===== src/design/ssd_pkg.sv =====
package ssd_pkg;

   localparam int DIGIT_COUNT = 4;
   localparam int POS_WIDTH   = 2;
   localparam int CODE_WIDTH  = 4;
   localparam int WORK_WIDTH  = 14;
   localparam int VALUE_WIDTH = 16;
   localparam int BYTE_WIDTH  = 8;

   localparam logic [CODE_WIDTH-1:0]  BLANK_CODE  = 4'hf;
   localparam logic [VALUE_WIDTH-1:0] MAX_DECIMAL = 16'd9999;

   // v / 10 == (v * 52429) >> 19 for every v below 43690
   localparam logic [15:0] RECIP_TEN   = 16'd52429;
   localparam int          RECIP_SHIFT = 19;
   localparam int          PROD_WIDTH  = WORK_WIDTH + 16;

   typedef enum logic [1:0] {
      OP_SET_VALUE  = 2'd0,
      OP_SET_DIGITS = 2'd1,
      OP_TICK       = 2'd2
   } ssd_op_type;

   typedef enum logic {
      ST_IDLE    = 1'b0,
      ST_CONVERT = 1'b1
   } ssd_state_type;

   typedef struct packed {
      logic load_value;
      logic load_digits;
      logic step;
      logic emit;
   } ssd_cmd_type;

   typedef struct packed {
      logic conv_last;
   } ssd_status_type;

endpackage


===== src/design/ssd_datapath.sv =====
module ssd_datapath (
   input  logic                   clock,
   input  logic                   reset,
   input  ssd_pkg::ssd_cmd_type   cmd,
   input  logic [15:0]            req_value,
   output ssd_pkg::ssd_status_type status,
   output logic [7:0]             rsp_port_byte
);
   import ssd_pkg::*;

   logic [CODE_WIDTH-1:0]  codes_ff [DIGIT_COUNT];
   logic [WORK_WIDTH-1:0]  work_ff, work_in;
   logic [POS_WIDTH-1:0]   pos_ff, pos_in;
   logic [POS_WIDTH-1:0]   scan_ff, scan_in;
   logic [BYTE_WIDTH-1:0]  port_byte_ff, port_byte_in;

   logic [PROD_WIDTH-1:0]  prod;
   logic [WORK_WIDTH-1:0]  quot;
   logic [WORK_WIDTH-1:0]  quot_ten;
   logic [WORK_WIDTH-1:0]  diff;
   logic [CODE_WIDTH-1:0]  rem;
   logic                   value_special;
   logic [DIGIT_COUNT-1:0] scan_enable;

   // one decimal digit per step: reciprocal multiply, then back-subtract
   assign prod     = PROD_WIDTH'(work_ff) * PROD_WIDTH'(RECIP_TEN);
   assign quot     = WORK_WIDTH'(prod >> RECIP_SHIFT);
   assign quot_ten = WORK_WIDTH'({quot, 3'b000}) + WORK_WIDTH'({quot, 1'b0});
   assign diff     = work_ff - quot_ten;
   assign rem      = diff[CODE_WIDTH-1:0];

   assign value_special = (req_value == '0) || (req_value > MAX_DECIMAL);
   assign scan_enable   = DIGIT_COUNT'(1) << scan_ff;

   assign status.conv_last = (work_ff == '0) || (pos_ff == POS_WIDTH'(DIGIT_COUNT - 1))
                             || (quot == '0);

   always_comb begin
      work_in      = work_ff;
      pos_in       = pos_ff;
      scan_in      = scan_ff;
      port_byte_in = port_byte_ff;
      if (cmd.load_value) begin
         work_in = value_special ? '0 : req_value[WORK_WIDTH-1:0];
         pos_in  = '0;
      end else if (cmd.step && work_ff != '0) begin
         work_in = quot;
         pos_in  = pos_ff + 1'b1;
      end
      if (cmd.emit) begin
         port_byte_in = {scan_enable, codes_ff[scan_ff]};
         scan_in      = scan_ff + 1'b1;
      end
   end

   always_ff @(posedge clock) begin
      if (reset) begin
         codes_ff[0] <= 4'd0;
         codes_ff[1] <= 4'd5;
         codes_ff[2] <= BLANK_CODE;
         codes_ff[3] <= BLANK_CODE;
         work_ff     <= '0;
         pos_ff      <= '0;
         scan_ff     <= '0;
      end else begin
         work_ff <= work_in;
         pos_ff  <= pos_in;
         scan_ff <= scan_in;
         if (cmd.load_value) begin
            // blank everything; a zero or out-of-range value shows a lone 0
            for (int i = 0; i < DIGIT_COUNT; i++) begin
               codes_ff[i] <= BLANK_CODE;
            end
            if (value_special) begin
               codes_ff[0] <= 4'd0;
            end
         end else if (cmd.load_digits) begin
            for (int i = 0; i < DIGIT_COUNT; i++) begin
               codes_ff[i] <= req_value[i*CODE_WIDTH +: CODE_WIDTH];
            end
         end else if (cmd.step && work_ff != '0) begin
            codes_ff[pos_ff] <= rem;
         end
      end
   end

   always_ff @(posedge clock) begin
      port_byte_ff <= port_byte_in;
   end

   assign rsp_port_byte = port_byte_ff;

endmodule


===== src/design/ssd_ctrl.sv =====
module ssd_ctrl (
   input  logic                   clock,
   input  logic                   reset,
   input  logic                   req_valid,
   input  logic [1:0]             req_op,
   output logic                   req_stall,
   output logic                   rsp_valid,
   input  logic                   rsp_stall,
   input  ssd_pkg::ssd_status_type status,
   output ssd_pkg::ssd_cmd_type   cmd
);
   import ssd_pkg::*;

   ssd_state_type state_ff, state_in;
   logic          rsp_valid_ff, rsp_valid_in;
   logic          accept;

   always_ff @(posedge clock) begin
      if (reset) begin
         state_ff     <= ST_IDLE;
         rsp_valid_ff <= 1'b0;
      end else begin
         state_ff     <= state_in;
         rsp_valid_ff <= rsp_valid_in;
      end
   end

   always_comb begin
      // stall every item during conversion; hold a tick while the output register is full and not draining
      req_stall = (state_ff != ST_IDLE)
                  || (rsp_valid_ff && rsp_stall && req_op == OP_TICK);
      accept    = req_valid && !req_stall;

      cmd.load_value  = accept && (req_op == OP_SET_VALUE);
      cmd.load_digits = accept && (req_op == OP_SET_DIGITS);
      cmd.emit        = accept && (req_op == OP_TICK);
      cmd.step        = (state_ff == ST_CONVERT);

      if (cmd.emit) begin
         rsp_valid_in = 1'b1;
      end else if (rsp_valid_ff && !rsp_stall) begin
         rsp_valid_in = 1'b0;
      end else begin
         rsp_valid_in = rsp_valid_ff;
      end

      state_in = state_ff;
      unique case (state_ff)
         ST_IDLE: begin
            if (cmd.load_value) begin
               state_in = ST_CONVERT;
            end
         end
         ST_CONVERT: begin
            if (status.conv_last) begin
               state_in = ST_IDLE;
            end
         end
         default: state_in = ST_IDLE;
      endcase
   end

   assign rsp_valid = rsp_valid_ff;

   a_emit_slot_free: assert property (@(posedge clock) disable iff (reset)
      cmd.emit |-> !(rsp_valid_ff && rsp_stall))
      else $error("result register overwritten while held");

   a_convert_stalls: assert property (@(posedge clock) disable iff (reset)
      (state_ff == ST_CONVERT) |-> (req_stall && !cmd.emit && !cmd.load_digits))
      else $error("item accepted during conversion");

   a_load_enters_convert: assert property (@(posedge clock) disable iff (reset)
      cmd.load_value |=> (state_ff == ST_CONVERT))
      else $error("set-value did not start conversion");

   a_emit_raises_valid: assert property (@(posedge clock) disable iff (reset)
      cmd.emit |=> rsp_valid_ff)
      else $error("tick gave no result");

endmodule


===== src/design/seven_segment_scan_driver_core.sv =====
// Four-digit multiplexed seven-segment scan driver.
// Input channel (req_valid / req_stall, req_op, req_value) carries one item:
//   set value   - req_value shown in decimal, leading digits blank; zero or
//                 a value above 9999 shows a single 0 on the right.
//   set digits  - req_value holds four codes, bits 15:12 leftmost.
//   tick        - emits the byte for the current scan position, then moves
//                 the position on (0 to 3, wrapping).
// Result channel (rsp_valid / rsp_stall, rsp_port_byte) carries one item per
// tick: one-hot digit enable in the upper nibble, code in the lower (15 blank).
// A tick result is valid the cycle after the tick is accepted. Set digits
// loads the codes directly. Set value loads the value, then runs digit
// extraction (one reciprocal multiply per digit), during which
// req_stall is high.
// A finished result sits in an output register; while the receiver stalls
// it, set operations are still taken, and a further tick is stalled.
// Synchronous reset shows the value 50 and clears the scan position to 0.
module seven_segment_scan_driver_core (
   input  logic        clock,
   input  logic        reset,
   input  logic        req_valid,
   output logic        req_stall,
   input  logic [1:0]  req_op,
   input  logic [15:0] req_value,
   output logic        rsp_valid,
   input  logic        rsp_stall,
   output logic [7:0]  rsp_port_byte
);
   import ssd_pkg::*;

   ssd_cmd_type    cmd;
   ssd_status_type status;

   ssd_ctrl u_ctrl (
      .clock     (clock),
      .reset     (reset),
      .req_valid (req_valid),
      .req_op    (req_op),
      .req_stall (req_stall),
      .rsp_valid (rsp_valid),
      .rsp_stall (rsp_stall),
      .status    (status),
      .cmd       (cmd)
   );

   ssd_datapath u_datapath (
      .clock         (clock),
      .reset         (reset),
      .cmd           (cmd),
      .req_value     (req_value),
      .status        (status),
      .rsp_port_byte (rsp_port_byte)
   );

endmodule


===== config.mk =====
export PLATFORM = sky130hd
export DESIGN_NAME = seven_segment_scan_driver_core
export DESIGN_NICKNAME = d
export VERILOG_FILES = /design/src/design/ssd_pkg.sv /design/src/design/ssd_datapath.sv /design/src/design/ssd_ctrl.sv /design/src/design/seven_segment_scan_driver_core.sv
export SDC_FILE = /design/constraint.sdc
export NUM_CORES = 1
export LEC_CHECK = 0
export ABC_CLOCK_PERIOD_IN_PS = 14050
export BUFFER_PORTS_ARGS = -buffer_cell sky130_fd_sc_hd__buf_4
export CAP_MARGIN = 20
export CORE_UTILIZATION = 42
export CTS_CLUSTER_SIZE = 16
export DETAILED_ROUTE_END_ITERATION = 10
export SLEW_MARGIN = 20
export SYNTH_ARGS = -nofsm -noshare
export SYNTH_HDL_FRONTEND = slang
export SYNTH_SLANG_ARGS = --single-unit

===== constraint.sdc =====
create_clock -name clock -period 14.05 [get_ports clock]
set_input_delay 1.405 -clock clock [delete_from_list [all_inputs] [get_ports clock]]
set_output_delay 1.405 -clock clock [all_outputs]
set_load 0.01 [all_outputs]

# Word-level counts from Yosys, hierarchy flattened
# Memory sizes are Yosys's and may differ from the RTL's. A register that Yosys moved wholly into a read port is not among the register bits.
# Index checks and enable logic that the tools add are counted.
# W data, S select, Z words.
[classes]
order_cmp = 1
shifts = 1
eq_ne = 3
n_bitwise = 10
n_mux = 37
div = 0
multipliers = 1
reduce_logical = 23
add_sub_neg = 4
[op_table]
columns = ["op", "n"]
rows = [
  ["$mux W14", 3],
  ["$mux W4", 10],
  ["$mul A14 B16 Y30 const B", 1],
  ["$logic_not A14 Y1", 2],
  ["$mux W1", 22],
  ["$gt A16 B14 Y1 const B", 1],
  ["$logic_not A16 Y1", 1],
  ["$reduce_bool A14 Y1", 1],
  ["$or A1 B1 Y1", 9],
  ["$logic_and A1 B1 Y1", 8],
  ["$add A2 B1 Y2 const B", 2],
  ["$add A4 B4 Y4", 1],
  ["$eq A2 B2 Y1 const B", 2],
  ["$logic_or A1 B1 Y1", 4],
  ["$reduce_bool A2 Y1", 2],
  ["$reduce_or A4 Y1", 1],
  ["$shl A1 B2 Y4 const A", 1],
  ["$sub A4 B4 Y4", 1],
  ["$eq A2 B1 Y1 const B", 1],
  ["$logic_not A1 Y1", 2],
  ["$logic_not A2 Y1", 1],
  ["$mux W2", 1],
  ["$pmux W1 S2", 1],
  ["$reduce_or A2 Y1", 1],
  ["$not A1 Y1", 1],
]
[totals]
elab_cells = 87
latch_bits = 0
output_inout_bits = 10
in_bits = 22
ff_bits = 28
mem_count = 1
ram_bits = 16
mem_bits_ro = 0
[mem_list]
columns = ["memory", "depth", "width", "read_ports", "rd_ports_with_merged_regs", "write_ports", "line", "rtl"]
rows = [
  ["u_datapath.codes_ff", 4, 4, 1, 1, 4, "ssd_datapath.sv:11", "logic [CODE_WIDTH-1:0] codes_ff [DIGIT_COUNT];"],
]

# Logic depth before layout (Yosys ltp)
[logic_depth]
ltp_word = 13
mapped_depth = 25
mapped_depth_nobuf = 25

# Cells and area by module
# Synthesis repeated with hierarchy kept, for this count alone.
[unflattened]
cells_unflattened = 564
hier_area_um2 = 5604.1
[by_module_without_submodules]
columns = ["mod", "seq_area_each_um2", "cells_per_inst", "n_inst", "area_per_inst_um2"]
rows = [
  ["ssd_datapath", 1081.0, 550, 1, 5457.7],
  ["ssd_ctrl", 40.0, 14, 1, 146.4],
]

# Worst setup path after synthesis
# OpenSTA, ideal clock, no wires.
[synth_timing]
kind = "flip-flop to flip-flop"
from = "reg u_datapath.work_ff[12]"
to = "mem u_datapath.codes_ff[3][3], data pin"
path_slack_ns = 7.939
required_ns = 13.783
n_path_buf = 0
period_less_slack_ns = 6.111
arrival_ns = 5.845
setup_time_ns = 0.267
path_stages_with_launch = 24
path_cell_list = "dfxtp_1 inv_1 ha_1 inv_1 fa_1 fa_1 fa_1 inv_1 fa_1 inv_1 fa_1 inv_1 ha_1 and3_1 a31o_2 o21ai_0 nand3_1 xnor2_1 ha_1 xor2_1 xnor3_1 xnor2_1 a21o_1 nand2_1"
[synth_rtl]
columns = ["item", "line", "rtl"]
rows = [
  ["start, declared", "ssd_datapath.sv:12", "logic [WORK_WIDTH-1:0] work_ff, work_in;"],
  ["start signal, assigned", "ssd_datapath.sv:66", "work_ff <= work_in;"],
  ["end, declared", "ssd_datapath.sv:11", ""],
]

==> results.txt <==
----------------------------------------------------
[Yosys]
  Number of flops mapped to enable cells by yosys ... 24
  Number of distinct standard cells referenced by the synthesized netlist ... 63
  Post-synthesis share of cell area spent on full adders, half adders and majority gates ... 43.0%
  Proportion of register bits with asynchronous set or reset after synthesis ... 0%
  Post-Synth XOR/XNOR Area ... 3.41%
  Synth Flop Type ... sky130_fd_sc_hd__edfxtp_1
  Combinational family with the most area after synthesis ... adder cells
  Average footprint of a synthesized cell ... 9.85 sq um
  Library cell with the largest summed area after synthesis ... sky130_fd_sc_hd__ha_1
  Portion of synthesized cell area occupied by the leading cell type ... 24.4%
  Post-Syn Nets ... 778
  Top cells by instance count after synthesis ... sky130_fd_sc_hd__ha_1 (113), sky130_fd_sc_hd__inv_1 (93), sky130_fd_sc_hd__fa_1 (54)
  Post-Synth Simple-Gate Area ... 12.3%
  Library cell with the highest instance count after synthesis ... sky130_fd_sc_hd__ha_1
  Compound-gate portion of the synthesized area ... 12.2%
  Top post-synthesis cells by area ... sky130_fd_sc_hd__ha_1 (24%), sky130_fd_sc_hd__fa_1 (19%), sky130_fd_sc_hd__edfxtp_1 (12%)
  Cell count after synthesis ... 589
  Multiplexer share of the synthesized area ... 2.78%
  Post-synthesis cell area ... 5800 sq um
  Yosys reg bits ... 44
  Share of synthesized area occupied by flip-flops and latches ... 19.3%
  Synth warnings ... 0

[Power]
  Peak supply drop ... 0.0758 mV
  Areal power density over the cells ... 120 nW/um^2
  Leakage power summed over all cells ... 3.17 nW

[Detailed routing]
  Drt total wl ... 14200 microns
  Via-per-instance ratio ... 5.50
  Final routed wire length divided by cell count ... 17.9 microns
  1st-pass router iterations ... 4
  Total via count after detailed routing ... 4354
  Final ANT Viol Nets ... 0
  Iteration-0 DRC count of the detailed router ... 203
  Detailed-route DRC error count ... 0

[Timing]
  Sum Neg Setup Slack ... 0 ns
  Final number of setup-violating endpoints ... 0
  Peak clock frequency supported by timing ... 144 MHz
  Worst clock skew ... 0.0105 ns
  Max-slew headroom at the worst pin ... 43.4%
  Number of hold violations in the final report ... 0
  Fin. max-slew vios ... 0
  Final worst-path setup slack ... 7.13 ns
  Final critical-path required period ... 6.92 ns
  RSZ-0062 raised after global routing ... false
  Period utilisation layout ... 49.3%
  Measured slew at the worst slew-check pin ... 0.846 ns

[Clock network]
  Clock latency reported for the late side of the worst-skew pair ... 0.29 ns
  Maximum level of the CTS H-tree ... 2
  CTS root buf ... sky130_fd_sc_hd__clkbuf_16
  Post-CTS Setup Bufs ... 0
  TritonCTS clock tree ... built
  TritonCTS Sinks ... 44
  Max clock buf depth ... 2
  Num CTS Buffers ... 5
  CTS Hold Buffers Added ... 0
  Count of cells resized by post-cts repair ... 0
  Clock transition time at the flip-flop clock pins of the worst setup and hold paths ... 0.07 ns

[Die]
  Starting density of the core ... 43.5%
  Core region area ... 13300 sq um
  Boundary pin count ... 32
  Standard-cell rows ... 42
  Overall die area ... 14300 sq um
  Die boundary width ... 120 microns
  Die Y-Extent ... 120 microns

[Layout]
  Sequential cell area ... 1120 sq um
  Area of the multi-input gates ... 4280 sq um
  Number of nets in the layout ... 804
  Fraction of final layout cells sized beyond drive strength 1 ... 10.1%
  Relative area change from synthesis to final layout ... 10.0%
  Number of diodes ... 0
  Fillers ... 1280
  Fraction of the core area covered by cells at the end of the flow ... 47.8%

[Setup path]
  Nature of the critical path startpoint ... flop
  Critical Path Sink Type ... flop
  Largest fanout on the critical path ... 6
  WP data arrival ... 6.96 ns
  Critical path start-end classification ... reg -> reg
  WP data required ... 14.08 ns

[GRT]
  Met1 track demand over resource in global routing ... 26.7%
  Routing layer with the top usage in global route ... met2
  Maximum number of pins on one net before global-route repair ... 28
  Number of antenna violations at the first check in global routing ... 0
  Overall track demand over capacity in global routing ... 21.3%
  GR Util met3 ... 1.57%
  Via count of the first global-routing pass ... 4575
  Global-route wire length before repair ... 23700 microns
  Global route total overflow ... 0
  GR Layer Usage met2 ... 38.5%

[Job]
  Max-cap violation count ... 0

[Placed design]
  PortBufs ... 31
  Hpwl dp ... 12200 microns
  Routability-driven placement congestion ratio ... 0.905
  Worst-case setup slack after placement ... 7.26 ns

[Status]
  Run status ... finished clean

[Worst hold path]
  Type of the most critical hold path ... reg -> reg

----------------------------------------------------
## report_power, final
group | total, W | switching (W) | internal, W | leakage [nW]
clock | 0.000137 | 0.0000529 | 0.0000846 | 0.0804
combinational | 0.000469 | 0.000279 | 0.000190 | 2.72
sequential | 0.000159 | 0.0000130 | 0.000146 | 0.373
## final timing paths
| kind | start | slack, ns | to | cells past startpoint |
|---|---|---|---|---|
| setup / recovery | u_datapath.work_ff[8] | 7.13 | u_datapath.codes_ff[3][3] | 23 |
| hold / removal | u_ctrl.rsp_valid | 0.54 | u_ctrl.rsp_valid | 2 |
| setup reg to reg | u_datapath.work_ff[8] | 7.13 | u_datapath.codes_ff[3][3] | 23 |
| hold reg to reg | u_ctrl.rsp_valid | 0.54 | u_ctrl.rsp_valid | 2 |
## logic make-up after synthesis
kind of cell	after synthesis
adders and majority gates	167
and+or+nand+nor	141
buffers and inverters	106
AOI/OAI and AO/OA	99
DFF	44
xor gates and xnor gates	21
muxes	11
## routing by layer
| metal | wire (microns) | part of all wire [%] |
|---|---|---|
| met1 | 6110 | 43 |
| met2 | 7300 | 51 |
| met3 | 388 | 2.7 |
| met4 | 404 | 2.8 |
| met5 | 0 | 0 |
## registers in the layout, summed over array words and instances, names as in the netlist
name,flops
u_datapath.pos_ff,2
u_datapath.codes_ff,16
u_datapath.work_ff,14
u_datapath.rsp_port_byte,8
u_datapath.scan_ff,2
u_ctrl.rsp_valid,1
u_ctrl.state_ff,1
## critical path, stage by stage (launching register included)
cell,delay (ns)
sky130_fd_sc_hd__dfxtp_1,0.47
sky130_fd_sc_hd__inv_1,0.13
sky130_fd_sc_hd__ha_1,0.33
sky130_fd_sc_hd__inv_1,0.06
sky130_fd_sc_hd__fa_1,0.59
sky130_fd_sc_hd__fa_1,0.49
sky130_fd_sc_hd__fa_1,0.57
sky130_fd_sc_hd__inv_1,0.06
sky130_fd_sc_hd__fa_1,0.50
sky130_fd_sc_hd__inv_1,0.05
sky130_fd_sc_hd__fa_1,0.50
sky130_fd_sc_hd__inv_1,0.04
sky130_fd_sc_hd__ha_1,0.32
sky130_fd_sc_hd__and3_1,0.24
sky130_fd_sc_hd__a31o_2,0.24
sky130_fd_sc_hd__o21ai_0,0.31
sky130_fd_sc_hd__nand3_1,0.15
sky130_fd_sc_hd__xnor2_1,0.36
sky130_fd_sc_hd__ha_1,0.24
sky130_fd_sc_hd__xor2_1,0.18
sky130_fd_sc_hd__xnor3_1,0.26
sky130_fd_sc_hd__xnor2_1,0.34
sky130_fd_sc_hd__a21o_1,0.18
sky130_fd_sc_hd__nand2_1,0.05
## cells in the final DEF (no fill, tap or decap), types with 3 or more instances in the layout
cell,synthesis,routed
sky130_fd_sc_hd__nor3b_1,3,3
sky130_fd_sc_hd__o211ai_1,3,3
sky130_fd_sc_hd__o22ai_1,7,7
sky130_fd_sc_hd__nor4b_1,3,3
sky130_fd_sc_hd__buf_4,0,32
sky130_fd_sc_hd__and2_1,11,11
sky130_fd_sc_hd__o21ai_0,13,13
sky130_fd_sc_hd__xnor2_1,11,11
sky130_fd_sc_hd__or3_1,3,3
sky130_fd_sc_hd__mux4_2,4,4
sky130_fd_sc_hd__a21oi_1,36,36
sky130_fd_sc_hd__nand2b_1,4,4
sky130_fd_sc_hd__nand2_1,31,31
sky130_fd_sc_hd__fa_1,54,54
sky130_fd_sc_hd__ha_1,113,113
sky130_fd_sc_hd__a22oi_1,3,3
sky130_fd_sc_hd__dfxtp_1,20,20
sky130_fd_sc_hd__nor2b_1,6,6
sky130_fd_sc_hd__clkbuf_16,0,5
sky130_fd_sc_hd__xor2_1,9,9
sky130_fd_sc_hd__nand3_1,13,13
sky130_fd_sc_hd__a221oi_1,6,6
sky130_fd_sc_hd__edfxtp_1,24,24
sky130_fd_sc_hd__mux2i_1,6,6
sky130_fd_sc_hd__nor3_1,8,8
sky130_fd_sc_hd__nor2_1,41,41
sky130_fd_sc_hd__a211oi_1,6,6
sky130_fd_sc_hd__a21o_1,4,4
sky130_fd_sc_hd__nor4_1,5,5
sky130_fd_sc_hd__inv_1,93,93
## layout make-up
cell class / count / area share [%]
clock inverter: 3 / 0.725
inverter: 93 / 5.47
tap: 176 / 3.45
timing repair buffer: 32 / 3.76
multi-input combinational: 439 / 67.1
sequential: 44 / 17.6
clock buffer: 5 / 1.96
## metrics by stage
| stage | power (W) | instances | hold WS, ns | area (sq um) |
|---|---|---|---|---|
| global placement | 0.000623 | 784 | 0.499 | 6210 |
| CTS | 0.000768 | 792 | 0.552 | 6380 |
| finish | 0.000765 | 792 | 0.542 | 6380 |
| floorplan | 0.000503 | 589 | 0.506 | 5800 |
| detailed placement | 0.000627 | 784 | 0.542 | 6210 |
| global route | 0.000841 | 792 | 0.580 | 6380 |
Note: power is estimated with default switching activity, not from simulation.
